### src/sv/hdg_pkg.sv
// Package for the heading-then-drive goal controller: widths, modes, sequencer
// states, register indexes, channel payloads and the arctangent table.
// Depends on nothing; hdg_cordic, the top level and hdg_checker import it.
package hdg_pkg;

    localparam int CORDIC_STEPS_DEF = 16;
    localparam int ANGLE_BITS_DEF   = 16;
    localparam int OFS_W            = 33;  // goal minus position, exact
    localparam int CORDIC_W         = 36;  // rotated vector with gain headroom
    localparam int ATAN_IDX_W       = 5;
    localparam int SQ_IN_W          = 31;
    localparam int SQ_OUT_W         = 62;

    typedef enum logic [1:0] {
        MODE_FIX   = 2'd0,
        MODE_DRIVE = 2'd1,
        MODE_DONE  = 2'd2
    } mode_t;

    typedef enum logic [2:0] {
        ST_IDLE,
        ST_CORDIC,
        ST_SQ_X,
        ST_SQ_Y,
        ST_SQ_TOL,
        ST_DECIDE
    } state_t;

    typedef enum logic [2:0] {
        CFG_ENABLE        = 3'd0,
        CFG_GOAL_X        = 3'd1,
        CFG_GOAL_Y        = 3'd2,
        CFG_HEADING_TOL   = 3'd3,
        CFG_DISTANCE_TOL  = 3'd4,
        CFG_TURN_LEFT     = 3'd5,
        CFG_TURN_RIGHT    = 3'd6,
        CFG_FORWARD_SPEED = 3'd7
    } cfg_idx_t;

    typedef struct packed {
        logic signed [31:0] pos_x;
        logic signed [31:0] pos_y;
        logic signed [15:0] heading;
    } pose_t;

    typedef struct packed {
        logic               cmd_valid;
        logic signed [15:0] cmd_linear;
        logic signed [15:0] cmd_angular;
        logic [1:0]         mode_after;
        logic               at_goal;
    } cmd_t;

    typedef struct packed {
        cfg_idx_t    index;
        logic [31:0] value;
    } cfg_t;

    localparam logic [14:0]        HTOL_RST  = 15'd377;
    localparam logic [30:0]        DTOL_RST  = 31'd19661;
    localparam logic signed [15:0] LEFT_RST  = 16'sd77;
    localparam logic signed [15:0] RIGHT_RST = -16'sd77;
    localparam logic signed [15:0] FWD_RST   = 16'sd179;

    // atan(2^-i) as a 32-bit binary angle, pi = 2^31
    function automatic logic [31:0] hdg_atan(input logic [ATAN_IDX_W-1:0] idx);
        logic [31:0] val;
        case (idx)
            5'd0:    val = 32'h20000000;
            5'd1:    val = 32'h12E4051D;
            5'd2:    val = 32'h09FB385B;
            5'd3:    val = 32'h051111D4;
            5'd4:    val = 32'h028B0D43;
            5'd5:    val = 32'h0145D7E1;
            5'd6:    val = 32'h00A2F61E;
            5'd7:    val = 32'h00517C55;
            5'd8:    val = 32'h0028BE53;
            5'd9:    val = 32'h00145F2E;
            5'd10:   val = 32'h000A2F98;
            5'd11:   val = 32'h000517CC;
            5'd12:   val = 32'h00028BE6;
            5'd13:   val = 32'h000145F3;
            5'd14:   val = 32'h0000A2F9;
            5'd15:   val = 32'h0000517C;
            5'd16:   val = 32'h000028BE;
            5'd17:   val = 32'h0000145F;
            5'd18:   val = 32'h00000A2F;
            5'd19:   val = 32'h00000517;
            5'd20:   val = 32'h0000028B;
            5'd21:   val = 32'h00000145;
            5'd22:   val = 32'h000000A2;
            5'd23:   val = 32'h00000051;
            5'd24:   val = 32'h00000028;
            5'd25:   val = 32'h00000014;
            5'd26:   val = 32'h0000000A;
            5'd27:   val = 32'h00000005;
            5'd28:   val = 32'h00000002;
            5'd29:   val = 32'h00000001;
            default: val = 32'h00000000;
        endcase
        return val;
    endfunction

endpackage

### src/sv/hdg_cordic.sv
// Iterative vectoring CORDIC: bearing of (dx, dy) as a binary angle.
// One micro-rotation per cycle on a shared add/subtract and shift; uses hdg_pkg.
module hdg_cordic #(
    parameter int CORDIC_STEPS = hdg_pkg::CORDIC_STEPS_DEF,
    parameter int ANGLE_BITS   = hdg_pkg::ANGLE_BITS_DEF
) (
    input  logic                              clk,
    input  logic                              rst_n,
    input  logic                              start,
    input  logic signed [hdg_pkg::OFS_W-1:0]  dx,
    input  logic signed [hdg_pkg::OFS_W-1:0]  dy,
    output logic                              done,
    output logic [ANGLE_BITS-1:0]             angle
);
    import hdg_pkg::*;

    localparam int SH     = 32 - ANGLE_BITS;
    localparam int STEP_W = $clog2(CORDIC_STEPS);
    localparam logic [STEP_W-1:0]     LAST    = STEP_W'(CORDIC_STEPS - 1);
    localparam logic [32:0]           RND     = 33'd1 << (SH - 1);
    localparam logic [ANGLE_BITS-1:0] QUARTER = {2'b01, {(ANGLE_BITS - 2){1'b0}}};
    localparam logic [ANGLE_BITS-1:0] NQUARTER = {2'b11, {(ANGLE_BITS - 2){1'b0}}};

    logic signed [CORDIC_W-1:0] x_reg, y_reg;
    logic [ANGLE_BITS-1:0]      z_reg;
    logic [STEP_W-1:0]          step_reg;
    logic                       busy_reg, done_reg, zero_reg;

    logic signed [CORDIC_W-1:0] dx_w, dy_w, x0, y0, x_sh, y_sh;
    logic [ANGLE_BITS-1:0]      z0, t;
    logic [32:0]                tab_rnd;
    logic                       y_pos;

    assign dx_w = {{(CORDIC_W - OFS_W){dx[OFS_W-1]}}, dx};
    assign dy_w = {{(CORDIC_W - OFS_W){dy[OFS_W-1]}}, dy};

    // pre-rotate a quarter turn when the vector points into the left half plane
    always_comb
    begin
        x0 = dx_w;
        y0 = dy_w;
        z0 = '0;
        if (dx_w[CORDIC_W-1])
        begin
            if (!dy_w[CORDIC_W-1])
            begin
                x0 = dy_w;
                y0 = -dx_w;
                z0 = QUARTER;
            end
            else
            begin
                x0 = -dy_w;
                y0 = dx_w;
                z0 = NQUARTER;
            end
        end
    end

    assign x_sh    = x_reg >>> step_reg;
    assign y_sh    = y_reg >>> step_reg;
    assign tab_rnd = ({1'b0, hdg_atan(ATAN_IDX_W'(step_reg))} + RND) >> SH;
    assign t       = tab_rnd[ANGLE_BITS-1:0];
    assign y_pos   = !y_reg[CORDIC_W-1] && (y_reg != '0);

    always_ff @(posedge clk or negedge rst_n)
    begin
        if (!rst_n)
        begin
            busy_reg <= 1'b0;
            done_reg <= 1'b0;
            step_reg <= '0;
            zero_reg <= 1'b0;
        end
        else if (start)
        begin
            busy_reg <= 1'b1;
            done_reg <= 1'b0;
            step_reg <= '0;
            zero_reg <= (dx == '0) && (dy == '0);
        end
        else if (busy_reg)
        begin
            step_reg <= step_reg + 1'b1;
            if (step_reg == LAST)
            begin
                busy_reg <= 1'b0;
                done_reg <= 1'b1;
            end
        end
        else
        begin
            done_reg <= 1'b0;
        end
    end

    always_ff @(posedge clk)
    begin
        if (start)
        begin
            x_reg <= x0;
            y_reg <= y0;
            z_reg <= z0;
        end
        else if (busy_reg)
        begin
            // rotate towards the x axis
            if (y_pos)
            begin
                x_reg <= x_reg + y_sh;
                y_reg <= y_reg - x_sh;
                z_reg <= z_reg + t;
            end
            else
            begin
                x_reg <= x_reg - y_sh;
                y_reg <= y_reg + x_sh;
                z_reg <= z_reg - t;
            end
        end
    end

    assign done  = done_reg;
    assign angle = zero_reg ? '0 : z_reg;

endmodule

### config.mk
export PLATFORM = sky130hd
export DESIGN_NAME = hdg_cordic
export DESIGN_NICKNAME = d
export VERILOG_FILES = /design/src/sv/hdg_pkg.sv /design/src/sv/hdg_cordic.sv
export SDC_FILE = /design/constraint.sdc
export NUM_CORES = 1
export LEC_CHECK = 0
export CAP_MARGIN = 20
export CORE_MARGIN = 2
export CORE_UTILIZATION = 40
export CTS_CLUSTER_DIAMETER = 80
export DETAILED_ROUTE_END_ITERATION = 10
export DONT_BUFFER_PORTS = 1
export GPL_ROUTABILITY_DRIVEN = 0
export PLACE_DENSITY = 0.59
export SLEW_MARGIN = 40
export SYNTH_ARGS = -nofsm -noshare
export SYNTH_HDL_FRONTEND = slang
export SYNTH_SLANG_ARGS = --single-unit
### constraint.sdc
create_clock -name clk -period 18.5 [get_ports clk]
set_input_delay 0.925 -clock clk [delete_from_list [all_inputs] [get_ports clk]]
set_output_delay 0.925 -clock clk [all_outputs]
set_load 0.05 [all_outputs]
## Yosys cells after proc, flatten, opt, wreduce, memory -nomap -nowiden

Memories as Yosys holds them, arrays and structs flattened.
Cells that the tools add are included.

- Flip-flop bits (word level): 95
- ROM bits: 480
- Bits of input ports: 69
- Output and inout port bits: 17
- Logic and storage cells: 53
- Memories kept: 1

Memory list:

| memory | depth | bits a word | rd ports | clocked after memory_dff | wr ports | line | source |
|---|---|---|---|---|---|---|---|
| (no name shown) | 16 | 30 | 1 | 0 | 0 | hdg_pkg.sv:68 | `case (idx)` |

- Add/subtract/negate cells: 10
- Equal/unequal tests: 2
- Shift-type cells: 2
- Muxes and demuxes: 24
- Reductions and logical operators: 7

Operator list:

| cell | number |
|---|---|
| $mux 36 | 10 |
| $mux 16 | 6 |
| $add 36x36->36 | 2 |
| $neg 33->36 | 2 |
| $sshr 36x4->36 | 2 |
| $sub 36x36->36 | 2 |
| $logic_not 33->1 | 2 |
| $reduce_bool 36->1 | 1 |
| $add 32x16->32 const B | 1 |
| $add 16x16->16 | 1 |
| $sub 16x16->16 | 1 |
| $mux 4 | 2 |
| $mux 1 | 6 |
| $add 4x1->4 const B | 1 |
| $eq 4x4->1 const B | 1 |
| $ne 3x2->1 const B | 1 |
| $logic_and 1x1->1 | 2 |
| $reduce_bool 2->1 | 1 |
| $logic_not 1->1 | 1 |

## Depth between registers and ports, before layout

An unclocked memory read counts as a cell.

- Depth after elaboration: 6
- Mapped depth: 29
- Gate-level depth less buffers: 24

## Least setup slack after synthesis

Ideal clock, no wire load.

- Path kind: register -> register
- From: register step_reg[3]
- To: register y_reg[24], data pin
- Library setup time: 0.267 ns
- Data arrival time: 6.088 ns
- Required time: 18.233 ns
- Slack: 12.145 ns
- Cell stages (with the launch flop): 28
- Path buffers: 8
- Period minus slack after synthesis: 6.355 ns
- Cells stage by stage: dfrtp_1 -> clkbuf_1 -> clkbuf_1 -> clkbuf_1 -> buf_2 -> buf_1 -> clkbuf_1 -> clkbuf_1 -> clkbuf_1 -> nand2_1 -> o21ai_0 -> ha_1 -> nand2_1 -> nor3_1 -> a21oi_1 -> or3_1 -> xnor2_1 -> ha_1 -> a21o_1 -> a21o_1 -> a211oi_1 -> a21boi_0 -> o21ai_0 -> a21boi_0 -> or3b_2 -> a31oi_1 -> xor2_1 -> o21ai_0

- Longest elaborated chain between the ends: 5
- Elaborated cells on any way between the ends: 6
- Those cells by class: add/sub: 2; shift: 1; mux: 3

RTL lines:

| what | line | source |
|---|---|---|
| start, declared | hdg_cordic.sv:26 | `logic [STEP_W-1:0] step_reg;` |
| start signal, assigned | hdg_cordic.sv:84 | `step_reg <= step_reg + 1'b1;` |
| $sshr 36x4->36 (*) | hdg_cordic.sv:60 | `assign x_sh = x_reg >>> step_reg;` |
| $add 36x36->36 / $sub 36x36->36 (equally long branches) | hdg_cordic.sv:117, hdg_cordic.sv:111 |  |
| $mux 36 (*) | hdg_cordic.sv:108 | `if (y_pos)` |
| $mux 36 (*) | hdg_cordic.sv:105 | `else if (busy_reg)` |
| $mux 36 (*) | hdg_cordic.sv:99 | `if (start)` |
| end signal, assigned | hdg_cordic.sv:102 | `y_reg <= y0;` |
| end signal, assigned | hdg_cordic.sv:111 | `y_reg <= y_reg - x_sh;` |
| end signal, assigned | hdg_cordic.sv:117 | `y_reg <= y_reg + x_sh;` |
| end, declared | hdg_cordic.sv:24 | `logic signed [CORDIC_W-1:0] x_reg, y_reg;` |

Every way passes the cells marked *; elsewhere a longest branch is shown, timed or not. The select of a mux whose other input is x is not followed.
A chain may end at the register's enable or synchronous reset.

## Final worst setup path

- From: register step_reg[0]
- To: register y_reg[35], data pin

Same word-level chain as after synthesis.

==> results.txt <==
----------------------------------------------------
[Worst setup path]
  Worst path buffer plus inverter count ... 1
  Largest fanout on the critical path ... between 60 and 70
  Standard cell with the maximum stage delay on the critical path ... dfrtp_4
  Critical Setup Path Class ... register to register
  R2R depth ... 22
  Required arrival time at the worst endpoint ... 18.64 ns
  List of cells traversed by the critical path ... buf_6 > mux4_2 > a222oi_1 > o2111ai_1 > a21oi_1 > nand2_1 > nor3_1 > a21oi_1 > a21oi_2 > o21ai_0 > xor2_1 > ha_1 > a2111oi_0 > o21ai_0 > nand2_1 > nor2_1 > a2111oi_0 > a21boi_0 > a31o_2 > a41oi_1 > xnor2_1 > o21ai_1
  Cell type group with the largest total delay on the critical path ... compound AO/OA/AOI/OAI gates
  Arr. time, crit path ... approximately 8 ns
  Type of element launching the critical path ... register
  Worst path depth ... 22
  Sort of element at the end of the critical path ... register
  Delay of the slowest cell on the worst path ... around 0.82 ns

[CTS]
  TritonCTS buffer count ... 9
  Sink Count ... 95
  H-tree Lvls ... 3
  Latest clock arrival within the worst-skew pair ... about 0.39 ns
  Number of instances resized during post-cts repair ... 0
  Setup Buffers After CTS ... 0
  CTS tree ... done
  Maximum buffer depth of the clock tree ... 2
  Number of buffers inserted by hold repair at cts ... 0
  Root buffer selected by CTS ... clkbuf_16
  Clock slew at the register clock pins of the worst setup and hold paths ... 0.07 ns

[Logic synthesis]
  Netlist Area Pre-Place ... 16240 sq um
  Count of cell types in the netlist ... 90
  Largest area contributor in the netlist ... edfxtp_1
  Synthesis-stage register bit count ... between 90 and 100
  Syn_nets ... ~2100
  Average instance area after synthesis ... ~8.3 sq um
  Area share of the largest cell type after synthesis ... 0.1627
  Async set or reset register ratio after synthesis ... 0.07368
  Part of the Yosys area used for sequential elements ... 0.1735
  Gate count of the mapped netlist ... just under 2000
  Yosys synthesis warning count ... 0
  Ys flop type ... edfxtp_1
  Top post-synthesis cells by area ... edfxtp_1 (16%), mux4_2 (8.6%), ha_1 (7.6%), xnor2_1 (5.8%), mux2i_1 (5.1%)
  Number of flops mapped to enable cells by yosys ... between 80 and 90

[Route]
  Number of antenna-violating nets in the routed design ... 0
  Routed WL ... about 54 mm
  Violation count after the first detailed-route iteration ... approximately 1700
  Vias after detailed routing ... between 15000 and 20000
  Vias per inst ... between 6 and 7
  Number of detailed-routing iterations run before antenna repair ... 6
  # DRC ... 0
  Routed length per placed instance ... 22.36 um

[Worst hold path]
  Type of the worst min-delay path ... input pin to asynchronous set/reset pin

[STA]
  Worst-Margin Slew ... around 0.76 ns
  Worst slew slack as a fraction of its limit ... 0.4955
  Accumulated negative setup slack ... 0 ns
  Final-report max-slew violation count ... 0
  FMAX ... between 100 and 150 MHz
  Ratio of final minimum period to clock period ... 0.4184
  Number of endpoints failing setup at the final stage ... 0
  Min Tclk post-route ... slightly below 8 ns
  Final Hold Viols ... 0
  Unrepaired setup endpoints after global routing ... false
  Final clock skew ... 0.01550 ns
  Final WS setup ... 10.76 ns

[Place]
  Worst Setup Slack post-DPL ... 10.74 ns
  Port Buffers ... 0
  Area after detailed placement ... ~17000 sq um
  Post-detail-place hpwl ... 40.80 mm
  Count of placed standard cells including taps ... 2385

[Final layout]
  Non-Filler Cell Area, Final ... 16800 sq um
  Post-layout instance count excluding filler cells ... 2400
  Diode insertion count for antenna repair ... 0
  Fraction of layout cells with a size suffix above 1 ... 0.09707
  Area overhead of the layout relative to synthesis ... 3.459%
  Total Nets Final ... roughly 2000

[Global route]
  First-pass GRT wire length ... 83.06 mm
  Congestion Overflow GR ... 0
  Overall routing resource usage ... 0.2534
  Initial antenna violation count ... 0
  Pin count of the biggest net entering global routing ... about 160
  Vias in the first global route ... between 10000 and 15000

[Floorplanning]
  Starting utilization of the core area ... 0.4069
  I/O pin cnt ... 86
  # rows ... 73
  Die Y-Extent ... a little over 200 um
  Standard cell core area ... 39910 sq um
  Width of the chip ... roughly 200 um
  Die area ... roughly 42000 sq um

[Job]
  Max-cap viol count ... 0

[Outcome]
  Run status ... finished, final reports clean

----------------------------------------------------
worst register-to-register path, cell delays in order, from the launching register on:
cell	delay [ns]
dfrtp_4	0.82
buf_6	0.65
mux4_2	0.61
a222oi_1	0.68
o2111ai_1	0.26
a21oi_1	0.22
nand2_1	0.10
nor3_1	0.31
a21oi_1	0.24
a21oi_2	0.44
o21ai_0	0.20
xor2_1	0.19
ha_1	0.37
a2111oi_0	0.47
o21ai_0	0.17
nand2_1	0.09
nor2_1	0.04
a2111oi_0	0.48
a21boi_0	0.32
a31o_2	0.33
a41oi_1	0.28
xnor2_1	0.16
o21ai_1	0.07
kinds of logic (layout without fill, tap and decap cells):
logic type / count (synthesis) / after routing / synth area share
compound gates: 596 / 596 / 0.2337
xor+xnor: 200 / 200 / 0.1079
fa+ha+maj: 101 / 101 / 0.07920
buf+inv: 155 / 66 / 0.04345
flops: 95 / 95 / 0.1735
mux: 195 / 195 / 0.1767
simple gates: 622 / 622 / 0.1857
stage by stage:
stage	utilization	hold slack, ns
2_1_floorplan	-	0.6294
3_3_place_gp	0.4123	0.6302
3_5_place_dp	0.4138	0.6301
4_1_cts	0.4209	0.2154
5_1_grt	0.4210	0.2195
6_report	0.4210	0.2282
cell usage after synthesis, types with 21 or more instances:
master    instances
edfxtp_1         88
a211oi_1         22
nand2b_1         21
a31oi_1          31
o21ai_0         163
mux4_2           62
ha_1             98
nand2_1         212
a21oi_1         138
nor3_1           41
clkbuf_1         60
nor2_1          140
o31ai_1          30
inv_1            37
mux2_2           44
mux2i_1          83
a21o_1           35
xor2_1           92
nand3_1          36
o211ai_1         64
nor2b_1          37
or3_1            29
xnor2_1         108
layer usage:
metal  vias to the layer above  GRT usage  wire length (um)
met5                         -          0                 0
met4                         0    0.07117              1122
met3                        63    0.04340              4651
met2                       672     0.4001             24160
met1                      7398     0.3549             23740
li1                       7248          -                 -
area by class of cell:
cell class                      instances  area (sq um)
Inverter                               40         150.1
Sequential cell                        95          2829
Tap cell                              525         656.9
Timing Repair Buffer                   11         97.59
Multi-Input combinational cell       1714         12790
Clock buffer                           12         236.5
Fill cell                            3974         23110
Clock inverter                          3         45.04
placed cells by master, fill, tap and decap left out, types with 62 or more instances in the layout:
master    instances
xor2_1           92
xnor2_1         108
nor2_1          139
ha_1             98
nand2_1         212
mux4_2           62
o21ai_0         162
edfxtp_1         88
a21oi_1         138
o211ai_1         64
mux2i_1          83
final timing paths:
check / startpoint / to / slack (ns)
setup reg to reg: step_reg[0]$_DFFE_PN0P_ / y_reg[35]$_DFFE_PP_ / 10.76
setup / recovery: step_reg[0]$_DFFE_PN0P_ / y_reg[35]$_DFFE_PP_ / 10.76
hold reg to reg: busy_reg$_DFF_PN0_ / busy_reg$_DFF_PN0_ / 0.66
max in group asynchronous: rst_n / step_reg[2]$_DFFE_PN0P_ / 18.19
min in group clk: busy_reg$_DFF_PN0_ / busy_reg$_DFF_PN0_ / 0.66
hold / removal: rst_n / step_reg[0]$_DFFE_PN0P_ / 0.23
Power is left out: the tool's default activity adds up to more than one toggle a clock period on the data nets, which glitch-free logic cannot reach.
